## src/rtl/cas_pkg.sv

```systemverilog
// Shared types, constants and the cell rule of the cave automaton smoothing block.
package cas_pkg;

   localparam int CFG_W            = 11;
   localparam int CSR_INDEX_W      = 2;
   localparam int DEF_MAX_COLUMNS  = 1024;
   localparam int DEF_MAX_ROWS     = 1024;
   localparam int DEF_FRAME_SIZE   = 64;
   localparam int QUEUE_DEPTH      = 8;
   localparam int PTR_W            = $clog2(QUEUE_DEPTH);
   localparam int CNT_W            = $clog2(QUEUE_DEPTH + 1);

   localparam logic [CSR_INDEX_W-1:0] REG_FRAME_ROWS    = CSR_INDEX_W'(0);
   localparam logic [CSR_INDEX_W-1:0] REG_FRAME_COLUMNS = CSR_INDEX_W'(1);

   localparam logic [3:0] WALL_THRESHOLD = 4'd5;
   localparam logic [3:0] WALL_COLUMN    = 4'b1011;

   localparam logic [CNT_W-1:0] ROOM_IDLE = CNT_W'(QUEUE_DEPTH - 2);
   localparam logic [CNT_W-1:0] ROOM_BUSY = CNT_W'(QUEUE_DEPTH - 4);

   // One line memory entry: middle row region and cell, and the row above it.
   typedef struct packed {
      logic mid_region;
      logic mid_cell;
      logic up_cell;
   } line_entry_type;

   // Position flags of a request, handed from the front stage to the evaluator.
   typedef struct packed {
      logic low;
      logic region;
      logic col_first;
      logic col_one;
      logic col_last;
      logic row_first;
      logic row_le1;
      logic row_last;
   } stage_type;

   typedef struct packed {
      logic new_cell;
      logic row_end;
      logic frame_end;
   } rsp_type;

   // A window column holds upper cell, middle cell, middle region and lower cell.
   function automatic logic [1:0] side_walls(input logic [3:0] c);
      side_walls = 2'(c[0]) + 2'(c[1]) + 2'(c[3]);
   endfunction

   function automatic logic next_cell(input logic [3:0] left, input logic [3:0] centre,
                                      input logic [3:0] right);
      logic [3:0] cnt;
      cnt = 4'(side_walls(left)) + 4'(side_walls(right)) + 4'(centre[0]) + 4'(centre[3]);
      if (!centre[2]) begin
         next_cell = centre[1];
      end else begin
         next_cell = (cnt >= WALL_THRESHOLD);
      end
   endfunction

endpackage

```

## src/rtl/cas_if.sv

```systemverilog
// Request and result channel interfaces of the cave automaton smoothing block.
interface cas_req_if;
   logic valid;
   logic ready;
   logic cell_req;
   logic in_region;
   logic flush_pad;

   modport source (output valid, output cell_req, output in_region, output flush_pad,
                   input ready);
   modport sink (input valid, input cell_req, input in_region, input flush_pad,
                 output ready);
endinterface

interface cas_rsp_if;
   logic valid;
   logic ready;
   logic new_cell;
   logic row_end;
   logic frame_end;

   modport source (output valid, output new_cell, output row_end, output frame_end,
                   input ready);
   modport sink (input valid, input new_cell, input row_end, input frame_end,
                 output ready);
endinterface

```

## src/rtl/cas_line_mem.sv

```systemverilog
// Line memory holding the two buffered map rows, one write and one registered read port.
module cas_line_mem
   import cas_pkg::*;
#(
   parameter int DEPTH  = DEF_MAX_COLUMNS,
   parameter int ADDR_W = $clog2(DEF_MAX_COLUMNS)
) (
   input  logic                clock,
   input  logic                rd_en,
   input  logic [ADDR_W-1:0]   rd_addr,
   output line_entry_type      rd_data,
   input  logic                wr_en,
   input  logic [ADDR_W-1:0]   wr_addr,
   input  line_entry_type      wr_data
);

   line_entry_type mem [DEPTH];
   line_entry_type rd_data_ff;

   always_ff @(posedge clock) begin
      if (wr_en) begin
         mem[wr_addr] <= wr_data;
      end
   end

   always_ff @(posedge clock) begin
      if (rd_en) begin
         rd_data_ff <= mem[rd_addr];
      end
   end

   assign rd_data = rd_data_ff;

endmodule

```

## src/rtl/cas_cell_eval.sv

```systemverilog
// Window stage: forwards line data, shifts the 3x3 window and forms up to two results.
module cas_cell_eval
   import cas_pkg::*;
#(
   parameter int ADDR_W = $clog2(DEF_MAX_COLUMNS)
) (
   input  logic                clock,
   input  logic                reset,
   input  logic                clear,
   input  logic                stage_valid,
   input  stage_type           stage,
   input  logic [ADDR_W-1:0]   stage_addr,
   input  line_entry_type      rd_data,
   output logic                wr_en,
   output logic [ADDR_W-1:0]   wr_addr,
   output line_entry_type      wr_data,
   output logic                res_a_valid,
   output rsp_type             res_a,
   output logic                res_b_valid,
   output rsp_type             res_b
);

   logic              fwd_valid_ff;
   logic              fwd_valid_in;
   logic [ADDR_W-1:0] fwd_addr_ff;
   line_entry_type    fwd_data_ff;
   logic [11:0]       win_ff;
   logic [11:0]       win_in;
   line_entry_type    entry;
   logic [3:0]        vec;
   logic [3:0]        w0;
   logic [3:0]        w1;

   // The entry written in the cycle of this read is not yet in the read data.
   always_comb begin
      entry = rd_data;
      if (fwd_valid_ff && (fwd_addr_ff == stage_addr)) begin
         entry = fwd_data_ff;
      end
   end

   always_comb begin
      vec = {stage.low, entry.mid_region, entry.mid_cell,
             stage.row_le1 ? 1'b1 : entry.up_cell};
      w0 = win_ff[7:4];
      w1 = win_ff[11:8];
      wr_en = stage_valid;
      wr_addr = stage_addr;
      wr_data = '{mid_region: stage.region, mid_cell: stage.low, up_cell: entry.mid_cell};

      res_a_valid = stage_valid && !stage.row_first && !stage.col_first;
      res_a = '{new_cell: next_cell(stage.col_one ? WALL_COLUMN : w0, w1, vec),
                row_end: 1'b0, frame_end: 1'b0};
      res_b_valid = stage_valid && !stage.row_first && stage.col_last;
      res_b = '{new_cell: next_cell(stage.col_first ? WALL_COLUMN : w1, vec, WALL_COLUMN),
                row_end: 1'b1, frame_end: stage.row_last};

      win_in = win_ff;
      fwd_valid_in = stage_valid;
      if (clear) begin
         win_in = '0;
         fwd_valid_in = 1'b0;
      end else if (stage_valid) begin
         win_in = {vec, win_ff[11:4]};
      end
   end

   always_ff @(posedge clock) begin
      if (reset) begin
         fwd_valid_ff <= 1'b0;
         win_ff <= '0;
      end else begin
         fwd_valid_ff <= fwd_valid_in;
         win_ff <= win_in;
      end
   end

   always_ff @(posedge clock) begin
      fwd_addr_ff <= wr_addr;
      fwd_data_ff <= wr_data;
   end

endmodule

```

## src/rtl/cas_rsp_fifo.sv

```systemverilog
// Result queue taking up to two results per cycle and giving one per cycle while rsp_chan.ready is high.
module cas_rsp_fifo
   import cas_pkg::*;
(
   input  logic              clock,
   input  logic              reset,
   input  logic              push_a,
   input  rsp_type           data_a,
   input  logic              push_b,
   input  rsp_type           data_b,
   output logic [CNT_W-1:0]  count,
   cas_rsp_if.source         rsp_chan
);

   rsp_type           entries_ff [QUEUE_DEPTH];
   logic [PTR_W-1:0]  head_ff;
   logic [PTR_W-1:0]  head_in;
   logic [PTR_W-1:0]  tail_ff;
   logic [PTR_W-1:0]  tail_in;
   logic [CNT_W-1:0]  count_ff;
   logic [CNT_W-1:0]  count_in;
   logic              pop;
   logic [1:0]        n_push;
   rsp_type           first;

   always_comb begin
      pop = (count_ff != '0) && rsp_chan.ready;
      n_push = 2'(push_a) + 2'(push_b);
      first = push_a ? data_a : data_b;
      head_in = pop ? PTR_W'(head_ff + 1'b1) : head_ff;
      tail_in = PTR_W'(tail_ff + PTR_W'(n_push));
      count_in = CNT_W'(count_ff + CNT_W'(n_push) - CNT_W'(pop));
   end

   always_ff @(posedge clock) begin
      if (reset) begin
         head_ff <= '0;
         tail_ff <= '0;
         count_ff <= '0;
      end else begin
         head_ff <= head_in;
         tail_ff <= tail_in;
         count_ff <= count_in;
      end
   end

   always_ff @(posedge clock) begin
      if (n_push != 2'd0) begin
         entries_ff[tail_ff] <= first;
      end
      if (n_push == 2'd2) begin
         entries_ff[PTR_W'(tail_ff + 1'b1)] <= data_b;
      end
   end

   assign count = count_ff;
   assign rsp_chan.valid = (count_ff != '0);
   assign rsp_chan.new_cell = entries_ff[head_ff].new_cell;
   assign rsp_chan.row_end = entries_ff[head_ff].row_end;
   assign rsp_chan.frame_end = entries_ff[head_ff].frame_end;

endmodule

```

## src/rtl/cave_automaton_smoothing.sv

```systemverilog
// Top level of the cave automaton smoothing block: position counters, request stage, wiring.
//
//   Channel    Direction  Handshake          Carries
//   req_chan   in         valid/ready        cell_req, in_region, flush_pad
//   rsp_chan   out        valid/ready        new_cell, row_end, frame_end
//   csr_*      in         csr_wr_en only     csr_index, csr_wdata
//
// One request is taken per cycle while req_chan.ready is high; the line memory is read when a request is taken and
// written back in the next cycle, one read and one write per cycle.
// A result is formed in the window stage and registered into the result queue; a row-end request
// yields two results, which the eight-entry result queue absorbs.
// req_chan.ready drops only when the queue lacks room for the requests in flight.
// Reset clears counters, window and queue; the line memory needs no clearing pass.
module cave_automaton_smoothing
   import cas_pkg::*;
#(
   parameter int MAX_COLUMNS = DEF_MAX_COLUMNS,
   parameter int MAX_ROWS    = DEF_MAX_ROWS
) (
   input  logic                    clock,
   input  logic                    reset,
   cas_req_if.sink                 req_chan,
   cas_rsp_if.source               rsp_chan,
   input  logic                    csr_wr_en,
   input  logic [CSR_INDEX_W-1:0]  csr_index,
   input  logic [CFG_W-1:0]        csr_wdata
);

   localparam int COL_W  = $clog2(MAX_COLUMNS);
   localparam int ROW_W  = $clog2(MAX_ROWS + 1);
   localparam int RCMP_W = (ROW_W > CFG_W) ? ROW_W : CFG_W;
   localparam int CCMP_W = ((COL_W + 1) > CFG_W) ? (COL_W + 1) : CFG_W;
   localparam logic [ROW_W-1:0] RESET_ROWS =
      ROW_W'((DEF_FRAME_SIZE > MAX_ROWS) ? MAX_ROWS : DEF_FRAME_SIZE);
   localparam logic [COL_W-1:0] RESET_LAST_COL =
      COL_W'(((DEF_FRAME_SIZE > MAX_COLUMNS) ? MAX_COLUMNS : DEF_FRAME_SIZE) - 1);

   logic [ROW_W-1:0]  nrows_ff;
   logic [ROW_W-1:0]  nrows_in;
   logic [COL_W-1:0]  last_col_ff;
   logic [COL_W-1:0]  last_col_in;
   logic [COL_W-1:0]  col_ff;
   logic [COL_W-1:0]  col_in;
   logic [ROW_W-1:0]  row_ff;
   logic [ROW_W-1:0]  row_in;
   logic              stage_valid_ff;
   logic              stage_valid_in;
   stage_type         stage_ff;
   stage_type         stage_in;
   logic [COL_W-1:0]  stage_addr_ff;
   logic [RCMP_W-1:0] rows_wide;
   logic [CCMP_W-1:0] cols_wide;
   logic              cfg_hit;
   logic              req_accept;
   logic [CNT_W-1:0]  queue_count;
   line_entry_type    rd_data;
   logic              wr_en;
   logic [COL_W-1:0]  wr_addr;
   line_entry_type    wr_data;
   logic              res_a_valid;
   rsp_type           res_a;
   logic              res_b_valid;
   rsp_type           res_b;

   assign req_chan.ready = stage_valid_ff ? (queue_count <= ROOM_BUSY)
                                          : (queue_count <= ROOM_IDLE);
   assign req_accept = req_chan.valid && req_chan.ready;
   assign cfg_hit = csr_wr_en &&
                    ((csr_index == REG_FRAME_ROWS) || (csr_index == REG_FRAME_COLUMNS));

   // Register writes are saturated to the supported frame size, and a zero to a size of one, when they are stored.
   always_comb begin
      rows_wide = RCMP_W'(csr_wdata);
      cols_wide = CCMP_W'(csr_wdata);
      nrows_in = nrows_ff;
      last_col_in = last_col_ff;
      if (csr_wr_en && (csr_index == REG_FRAME_ROWS)) begin
         if (rows_wide == '0) begin
            nrows_in = ROW_W'(1);
         end else if (rows_wide > RCMP_W'(MAX_ROWS)) begin
            nrows_in = ROW_W'(MAX_ROWS);
         end else begin
            nrows_in = ROW_W'(rows_wide);
         end
      end
      if (csr_wr_en && (csr_index == REG_FRAME_COLUMNS)) begin
         if (cols_wide == '0) begin
            last_col_in = '0;
         end else if (cols_wide > CCMP_W'(MAX_COLUMNS)) begin
            last_col_in = COL_W'(MAX_COLUMNS - 1);
         end else begin
            last_col_in = COL_W'(cols_wide - 1'b1);
         end
      end
   end

   always_comb begin
      col_in = col_ff;
      row_in = row_ff;
      if (cfg_hit) begin
         col_in = '0;
         row_in = '0;
      end else if (req_accept) begin
         if (col_ff == last_col_ff) begin
            col_in = '0;
            row_in = (row_ff == nrows_ff) ? '0 : ROW_W'(row_ff + 1'b1);
         end else begin
            col_in = COL_W'(col_ff + 1'b1);
         end
      end
      stage_valid_in = req_accept && !cfg_hit;
      stage_in.low = (req_chan.flush_pad || (row_ff == nrows_ff)) ? 1'b1 : req_chan.cell_req;
      stage_in.region = req_chan.in_region;
      stage_in.col_first = (col_ff == '0);
      stage_in.col_one = (col_ff == COL_W'(1));
      stage_in.col_last = (col_ff == last_col_ff);
      stage_in.row_first = (row_ff == '0);
      stage_in.row_le1 = (row_ff <= ROW_W'(1));
      stage_in.row_last = (row_ff == nrows_ff);
   end

   always_ff @(posedge clock) begin
      if (reset) begin
         nrows_ff <= RESET_ROWS;
         last_col_ff <= RESET_LAST_COL;
         col_ff <= '0;
         row_ff <= '0;
         stage_valid_ff <= 1'b0;
      end else begin
         nrows_ff <= nrows_in;
         last_col_ff <= last_col_in;
         col_ff <= col_in;
         row_ff <= row_in;
         stage_valid_ff <= stage_valid_in;
      end
   end

   always_ff @(posedge clock) begin
      if (req_accept) begin
         stage_ff <= stage_in;
         stage_addr_ff <= col_ff;
      end
   end

   cas_line_mem #(
      .DEPTH  (MAX_COLUMNS),
      .ADDR_W (COL_W)
   ) u_line_mem (
      .clock   (clock),
      .rd_en   (req_accept),
      .rd_addr (col_ff),
      .rd_data (rd_data),
      .wr_en   (wr_en),
      .wr_addr (wr_addr),
      .wr_data (wr_data)
   );

   cas_cell_eval #(
      .ADDR_W (COL_W)
   ) u_cell_eval (
      .clock       (clock),
      .reset       (reset),
      .clear       (cfg_hit),
      .stage_valid (stage_valid_ff),
      .stage       (stage_ff),
      .stage_addr  (stage_addr_ff),
      .rd_data     (rd_data),
      .wr_en       (wr_en),
      .wr_addr     (wr_addr),
      .wr_data     (wr_data),
      .res_a_valid (res_a_valid),
      .res_a       (res_a),
      .res_b_valid (res_b_valid),
      .res_b       (res_b)
   );

   cas_rsp_fifo u_rsp_fifo (
      .clock    (clock),
      .reset    (reset),
      .push_a   (res_a_valid),
      .data_a   (res_a),
      .push_b   (res_b_valid),
      .data_b   (res_b),
      .count    (queue_count),
      .rsp_chan (rsp_chan)
   );

   // The result queue never holds more than its depth.
   assert property (@(posedge clock) disable iff (reset)
      queue_count <= CNT_W'(QUEUE_DEPTH))
      else $error("result queue overflow");

   // The position counters stay inside the configured frame plus its padding row.
   assert property (@(posedge clock) disable iff (reset)
      (col_ff <= last_col_ff) && (row_ff <= nrows_ff))
      else $error("position counter outside the frame");

   // A request taken without a register write reaches the window stage next cycle.
   assert property (@(posedge clock) disable iff (reset)
      (req_accept && !cfg_hit) |=> (stage_valid_ff && (stage_addr_ff == $past(col_ff))))
      else $error("request lost between stages");

endmodule

```

## src/flat_wrapper.sv

```systemverilog
// flat-port wrapper written by rule: the top's interface ports become plain ports
module cave_automaton_smoothing_flat import cas_pkg::*;
#(
   parameter int MAX_COLUMNS = DEF_MAX_COLUMNS,
   parameter int MAX_ROWS    = DEF_MAX_ROWS
)
  (clock, reset, csr_wr_en, csr_index, csr_wdata, req_chan_valid, req_chan_cell_req, req_chan_in_region, req_chan_flush_pad, req_chan_ready, rsp_chan_valid, rsp_chan_new_cell, rsp_chan_row_end, rsp_chan_frame_end, rsp_chan_ready);
  cas_req_if req_chan_i ();
  cas_rsp_if rsp_chan_i ();
  input  logic clock;
  input  logic reset;
  input  logic csr_wr_en;
  input  logic [CSR_INDEX_W-1:0] csr_index;
  input  logic [CFG_W-1:0] csr_wdata;
  input wire logic [$bits(req_chan_i.valid)-1:0] req_chan_valid;
  input wire logic [$bits(req_chan_i.cell_req)-1:0] req_chan_cell_req;
  input wire logic [$bits(req_chan_i.in_region)-1:0] req_chan_in_region;
  input wire logic [$bits(req_chan_i.flush_pad)-1:0] req_chan_flush_pad;
  output wire logic [$bits(req_chan_i.ready)-1:0] req_chan_ready;
  output wire logic [$bits(rsp_chan_i.valid)-1:0] rsp_chan_valid;
  output wire logic [$bits(rsp_chan_i.new_cell)-1:0] rsp_chan_new_cell;
  output wire logic [$bits(rsp_chan_i.row_end)-1:0] rsp_chan_row_end;
  output wire logic [$bits(rsp_chan_i.frame_end)-1:0] rsp_chan_frame_end;
  input wire logic [$bits(rsp_chan_i.ready)-1:0] rsp_chan_ready;
  assign req_chan_i.valid = req_chan_valid;
  assign req_chan_i.cell_req = req_chan_cell_req;
  assign req_chan_i.in_region = req_chan_in_region;
  assign req_chan_i.flush_pad = req_chan_flush_pad;
  assign req_chan_ready = req_chan_i.ready;
  assign rsp_chan_valid = rsp_chan_i.valid;
  assign rsp_chan_new_cell = rsp_chan_i.new_cell;
  assign rsp_chan_row_end = rsp_chan_i.row_end;
  assign rsp_chan_frame_end = rsp_chan_i.frame_end;
  assign rsp_chan_i.ready = rsp_chan_ready;
  cave_automaton_smoothing #(.MAX_COLUMNS(MAX_COLUMNS), .MAX_ROWS(MAX_ROWS)) u_core (.clock(clock), .reset(reset), .req_chan(req_chan_i), .rsp_chan(rsp_chan_i), .csr_wr_en(csr_wr_en), .csr_index(csr_index), .csr_wdata(csr_wdata));
endmodule
```

## config.mk

```make
export PLATFORM = sky130hd
export DESIGN_NAME = cave_automaton_smoothing_flat
export DESIGN_NICKNAME = d
export VERILOG_FILES = /design/src/rtl/cas_pkg.sv /design/src/rtl/cas_if.sv /design/src/rtl/cas_line_mem.sv /design/src/rtl/cas_cell_eval.sv /design/src/rtl/cas_rsp_fifo.sv /design/src/rtl/cave_automaton_smoothing.sv /design/src/flat_wrapper.sv
export SDC_FILE = /design/constraint.sdc
export NUM_CORES = 2
export LEC_CHECK = 0
export BUFFER_PORTS_ARGS = -buffer_cell sky130_fd_sc_hd__buf_2
export CAP_MARGIN = 20
export CORE_ASPECT_RATIO = 1.75
export CORE_MARGIN = 2
export CORE_UTILIZATION = 28
export CTS_CLUSTER_SIZE = 8
export DETAILED_ROUTE_END_ITERATION = 10
export GPL_ROUTABILITY_DRIVEN = 0
export HOLD_SLACK_MARGIN = 0.03
export MAX_ROUTING_LAYER = met4
export SYNTH_ARGS = -nofsm -noshare
export SYNTH_HDL_FRONTEND = slang
export SYNTH_SLANG_ARGS = --single-unit
```

## constraint.sdc

```tcl
create_clock -name clock -period 19.35 [get_ports clock]
set_input_delay 0 -clock clock [delete_from_list [all_inputs] [get_ports clock]]
set_output_delay 0 -clock clock [all_outputs]
set_load 0.005 [all_outputs]
```

# Word-level counts from Yosys, hierarchy flattened
# Memories as Yosys holds them, arrays and structs flattened. A register that Yosys moved wholly into a read port is not among the register bits.
# Index checks and enable logic that the tools add are counted.
[word_totals] reg_bits=97 mem_bits_rw=3096 input_bits=21 output_inout_bits=5 wordCells=103 n_memories=2
[op_classes] add_sub_neg=21 order_cmp=6 n_eq_ne=6 mux=22 reduce_logical=23
[memory_table] memory="u_core.u_line_mem.mem" words=1024 word_bits=3 rd=1 rd_clocked_by_memory_dff=1 write_ports=1 line="cas_line_mem.sv:17" source="line_entry_type mem [DEPTH];"
[memory_table] memory="u_core.u_rsp_fifo.entries_ff" words=8 word_bits=3 rd=1 rd_clocked_by_memory_dff=1 write_ports=2 line="cas_rsp_fifo.sv:15" source="rsp_type entries_ff [QUEUE_DEPTH];"
[ops] op="11-bit 2-to-1 mux" count=3
[ops] op="10-bit 2-to-1 mux" count=3
[ops] op="11-bit zero test" count=2
[ops] op="10-bit equality test" count=2
[ops] op="3-bit 2-to-1 mux" count=4
[ops] op="11-bit by 1-bit adder with 11-bit output (second input constant)" count=1
[ops] op="11-bit equality test" count=1
[ops] op="11-bit > comparator (second input constant)" count=1
[ops] op="11-bit by 1-bit <= comparator with 1-bit output (second input constant)" count=1
[ops] op="10-bit by 1-bit adder with 10-bit output (second input constant)" count=1
[ops] op="10-bit by 1-bit equality test with 1-bit output (second input constant)" count=1
[ops] op="1-bit logical AND" count=10
[ops] op="10-bit zero test" count=1
[ops] op="1-bit 2-to-1 mux" count=10
[ops] op="10-bit by 1-bit subtractor with 10-bit output (second input constant)" count=1
[ops] op="1-bit by 1-bit adder with 2-bit output" count=4
[ops] op="3-bit by 1-bit adder with 4-bit output" count=2
[ops] op="4-bit by 1-bit adder with 4-bit output" count=2
[ops] op="4-bit by 3-bit >= comparator with 1-bit output (second input constant)" count=2
[ops] op="4-bit by 3-bit <= comparator with 1-bit output (second input constant)" count=2
[ops] op="4-bit 2-to-1 mux" count=2
[ops] op="2-bit by 1-bit adder with 2-bit output" count=3
[ops] op="3-bit by 1-bit adder with 3-bit output (second input constant)" count=2
[ops] op="4-bit by 2-bit adder with 4-bit output" count=1
[ops] op="other kinds (13)" count=16

# Depth between registers and ports, before layout
[logic_depth] word_depth=12 mapped_depth=20 mapped_depth_nobuf=19

# Modules after synthesis
# Synthesis repeated with hierarchy kept, for this count alone.
[hier_totals] hier_cells=7162 area_unflattened_um2=130047.2
[by_module_without_submodules] module="cas_line_mem" instances=1 cells_per_inst=6544 area_per_inst_um2=123732.4 seq_area_each_um2=92338.6
[by_module_without_submodules] module="cave_automaton_smoothing" instances=1 cells_per_inst=337 area_per_inst_um2=3044.2 seq_area_each_um2=1401.3
[by_module_without_submodules] module="cas_rsp_fifo" instances=1 cells_per_inst=158 area_per_inst_um2=2038.2 seq_area_each_um2=980.9
[by_module_without_submodules] module="cas_cell_eval" instances=1 cells_per_inst=123 area_per_inst_um2=1232.4 seq_area_each_um2=420.4

# Least setup slack after synthesis
# No wires, ideal clock.
[synth_path] path_type="register to register" startpoint="register u_core.stage_ff[7] (netlist bit)" endpoint="memory u_core.u_rsp_fifo.entries_ff[0][2] (netlist bit), data pin" setup_time_ns=0.295 t_arrival_ns=16.810 required_time_ns=19.055 slack_ns=2.246 path_stages_with_launch=14 n_path_buf=0 period_less_slack_ns=17.104 cell_sequence="edfxtp_1 -> inv_1 -> fa_1 -> inv_1 -> ha_1 -> inv_1 -> fa_1 -> nand2b_1 -> a211oi_1 -> o21ai_0 -> mux2i_1 -> nor2_1 -> a21oi_1 -> o22ai_1"
[synth_rtl] item="start: declaration" line="cave_automaton_smoothing.sv:48" source="stage_type stage_ff;"
[synth_rtl] item="start signal: assignment" line="cave_automaton_smoothing.sv:140" source="stage_ff <= stage_in;"
[synth_rtl] item="end: declaration" line="cas_rsp_fifo.sv:15"

==> reports/metrics.cfg <==
[logic_synthesis]
synthArstFlopShare=0
synth_edf_count=3109
syn_inst=6810
syn_area_per_cell_um2=18.80
ys_ff_latch=3194
synth_warnings=0
synth_fp_nets=6865
ys_types=77
netlist_area_um2=128100
synthFlopType=edfxtp_1
synth_seq_area_share=0.7423

[floorplanning]
die-area_um2=463000
coreArea_um2=455500
die_w_um=515.2
fp-row-count=328
initial_core_util=0.2811
ios=26
die_h_um=898.6

[timing]
setup_ws_ns=12.51
rsz0062_at_grt=false
hold_violations=0
finalCritPeriodShare=0.3537
slew-limit-headroom=0.1412
finClkSkew_ns=0.07804
finalMaxSlewViolations=0
layout_min_cycle_time_ns=6.845
tightest_slew_ns=1.288
fin_setup_tns_ns=0
setup_viol=0
max_freq_mhz=146.1

[detailed_routing]
drt_wl_total_mm=383.5
drtIter0Drc=7426
via_per_inst=5.199
dr.pass1.iters=8
drc=0
antenna_left=0
vias=67970
avgRoutedWirePerCell_um=29.33

[worst_setup_path]
worst-endpoint-arrival_ns=7.48
startpoint_type=register
crit_path_end_kind=register
worstPathRequired_ns=19.98
path_class=reg2reg
cp_max_fo=97

[power]
swShare=0.2325
clkPwrFrac=0.424
power_frac_comb=0.086
leakagePower_nw=43.43
p_sw_mw=3.763
internal-power_mw=12.42
seqPwrFrac=0.490
ir_drop_mv=0.07941
power.density_nw_per_um2=109.6

[cells_and_area]
design_area_um2=147600
utilization=0.3240
fillCellCount=43130
finalNetCount=7095
register_area_um2=95090
drive_gt1_frac=0.2263
multi_input_area_um2=30700
areaGrowthSynthToFinish_pct=15.25

[place]
post_dp_cell_area_um2=135300
io_buffers=25
hpwl_mm=230.3
dp_slack_ns=12.43

[global_route]
globalRouteTotalUtil=0.1665
grt_pass1_vias=72280
overflow=0
grt_pass1_wl_mm=537.9
antenna_found_initial=12
grt_max_degree=261

[clock_tree]
cts_root_buf=clkbuf_16
cts_tree=done
htree_levels=5
post_cts_resized=0
clk_latency_ns=0.97
hold_buffers=63
post_cts_buffers=0
clock_path_buffers=4
cts_buffers=441
clk_pin_slew_ns=0.05
clkSinkCount=3194

[job]
drv_cap=0

[hold_path]
hold_path_class=in2reg

[outcome]
status=completed

area by class of cell:
class                   count  area share
diodes                      9   0.0001526
clock buffers             509     0.07722
clock inverters            18    0.001831
inverters                  41    0.001094
multi-input cells        3071      0.2080
flip-flops and latches   3194      0.6443
well taps                5940     0.05036
repair buffers            291     0.01703
power by group through the flow:
stage,Clock (mW),Combinational [mW],Sequential [mW]
2_1_floorplan,0,0.833,8.37
3_3_place_gp,0,1.35,8.06
3_5_place_dp,0,1.40,8.06
4_1_cts,6.93,1.41,7.93
5_1_grt,7.17,1.48,7.93
6_report,6.86,1.39,7.93
cell usage after synthesis (9+ instances only):
master    number  share of area
mux2_2        12         0.0011
dfxtp_1       85          0.013
inv_1         38         0.0011
o22ai_1      125         0.0061
buf_6         45         0.0040
nand3_1       90         0.0035
xor2_1        30         0.0021
buf_4         60         0.0035
a311oi_1      10        0.00068
xnor2_1       31         0.0021
nor3_1        15        0.00059
nand2_1      229         0.0067
o211ai_1       9        0.00053
and3_1        17        0.00083
nand2b_1      10        0.00049
o221ai_1      15         0.0010
mux4_2       819           0.14
nor2b_1       27         0.0013
o21ai_0       29         0.0011
nor3b_1       11        0.00064
nand4_1       16        0.00078
a21oi_1       49         0.0019
buf_1         59         0.0017
nor2_1      1151          0.034
nand3b_1      10        0.00059
edfxtp_1    3109           0.73
buf_2         98         0.0038
and2_1        12        0.00059
a31oi_1       22         0.0011
mux2i_1       94         0.0073
a22oi_1       31         0.0018
clkbuf_1     233         0.0068
a211oi_1      24         0.0014
o22a_1        16         0.0011
a32oi_1       17         0.0012
ha_1          26         0.0025
nor4_1        20        0.00098
placed cells by master, fill, tap and decap left out, drive strengths merged, types with 27 or more instances in the layout:
cell type and count:
mux2i 94, mux4 819, nand2 230, inv 50
xor2 30, buf 228, clkbuf 509, o21ai 33
nor2 1152, a21oi 49, a22oi 31, dfxtp 85
edfxtp 3109, o22ai 125, nor2b 27, xnor2 31
dlygate4sd3 63, nand3 90
through the flow:
stage	cells	hold WS, ns	total power, mW
final	13070	0.08958	16.18
after detailed placement	12470	0.1884	9.455
after CTS	13060	0.03907	16.27
after floorplan	6810	0.07161	9.206
after global placement	12460	0.1868	9.411
after global routing	13070	0.1195	16.58
worst max-delay path, stage by stage (launching register included):
cell and delay, ns:
dfxtp_4 0.75, buf_4 0.74, buf_4 0.71, buf_4 0.57, buf_12 0.62, nand2_1 0.54, a211oi_1 0.37, a211oi_1 0.10
o21ai_0 0.28, a311oi_1 0.24, a21o_1 0.25, o41ai_1 0.88, a211oi_1 0.20
routing by layer:
layer,global-route usage,share of wire,vias to the layer above
met5,-,0,-
met4,0.1097,0.075,0
met3,0.02237,0.060,1035
met2,0.2981,0.54,3117
met1,0.1688,0.33,36340
li1,-,-,27470
state kept, by name, summed over array words and instances (netlist names), 7 cells and up, named ones only:
| name | cells |
|---|---|
| u_core.u_cell_eval.win_ff | 7 |
| u_core.row_ff | 11 |
| u_core.u_line_mem.mem | 3072 |
| u_core.col_ff | 10 |
| u_core.u_rsp_fifo.entries_ff | 24 |
| u_core.nrows_ff | 11 |
| u_core.stage_ff | 8 |
| u_core.stage_addr_ff | 10 |
| u_core.u_cell_eval.fwd_addr_ff | 10 |
| u_core.last_col_ff | 10 |
final timing paths:
path | to | slack [ns] | from | depth (start not counted)
hold reg to reg | u_core.last_col_ff[9] | 0.48 | u_core.last_col_ff[9] | 2
hold / removal | u_core.stage_valid_ff | 0.09 | req_chan_valid | 4
setup reg to reg | u_core.u_line_mem.rd_data[1] | 12.51 | u_core.col_ff[0] | 12
setup / recovery | u_core.u_line_mem.rd_data[1] | 12.51 | u_core.col_ff[0] | 12
logic make-up after synthesis:
group / Yosys count / synth area share
muxes: 925 / 0.1524
buffers and inverters: 545 / 0.02220
and+or+nand+nor: 1641 / 0.05280
xor gates and xnor gates: 61 / 0.004172
DFF: 3194 / 0.7423
AOI/OAI and AO/OA: 407 / 0.02201
adders and majority gates: 37 / 0.004026
Note: power is estimated with default switching activity, not from simulation.
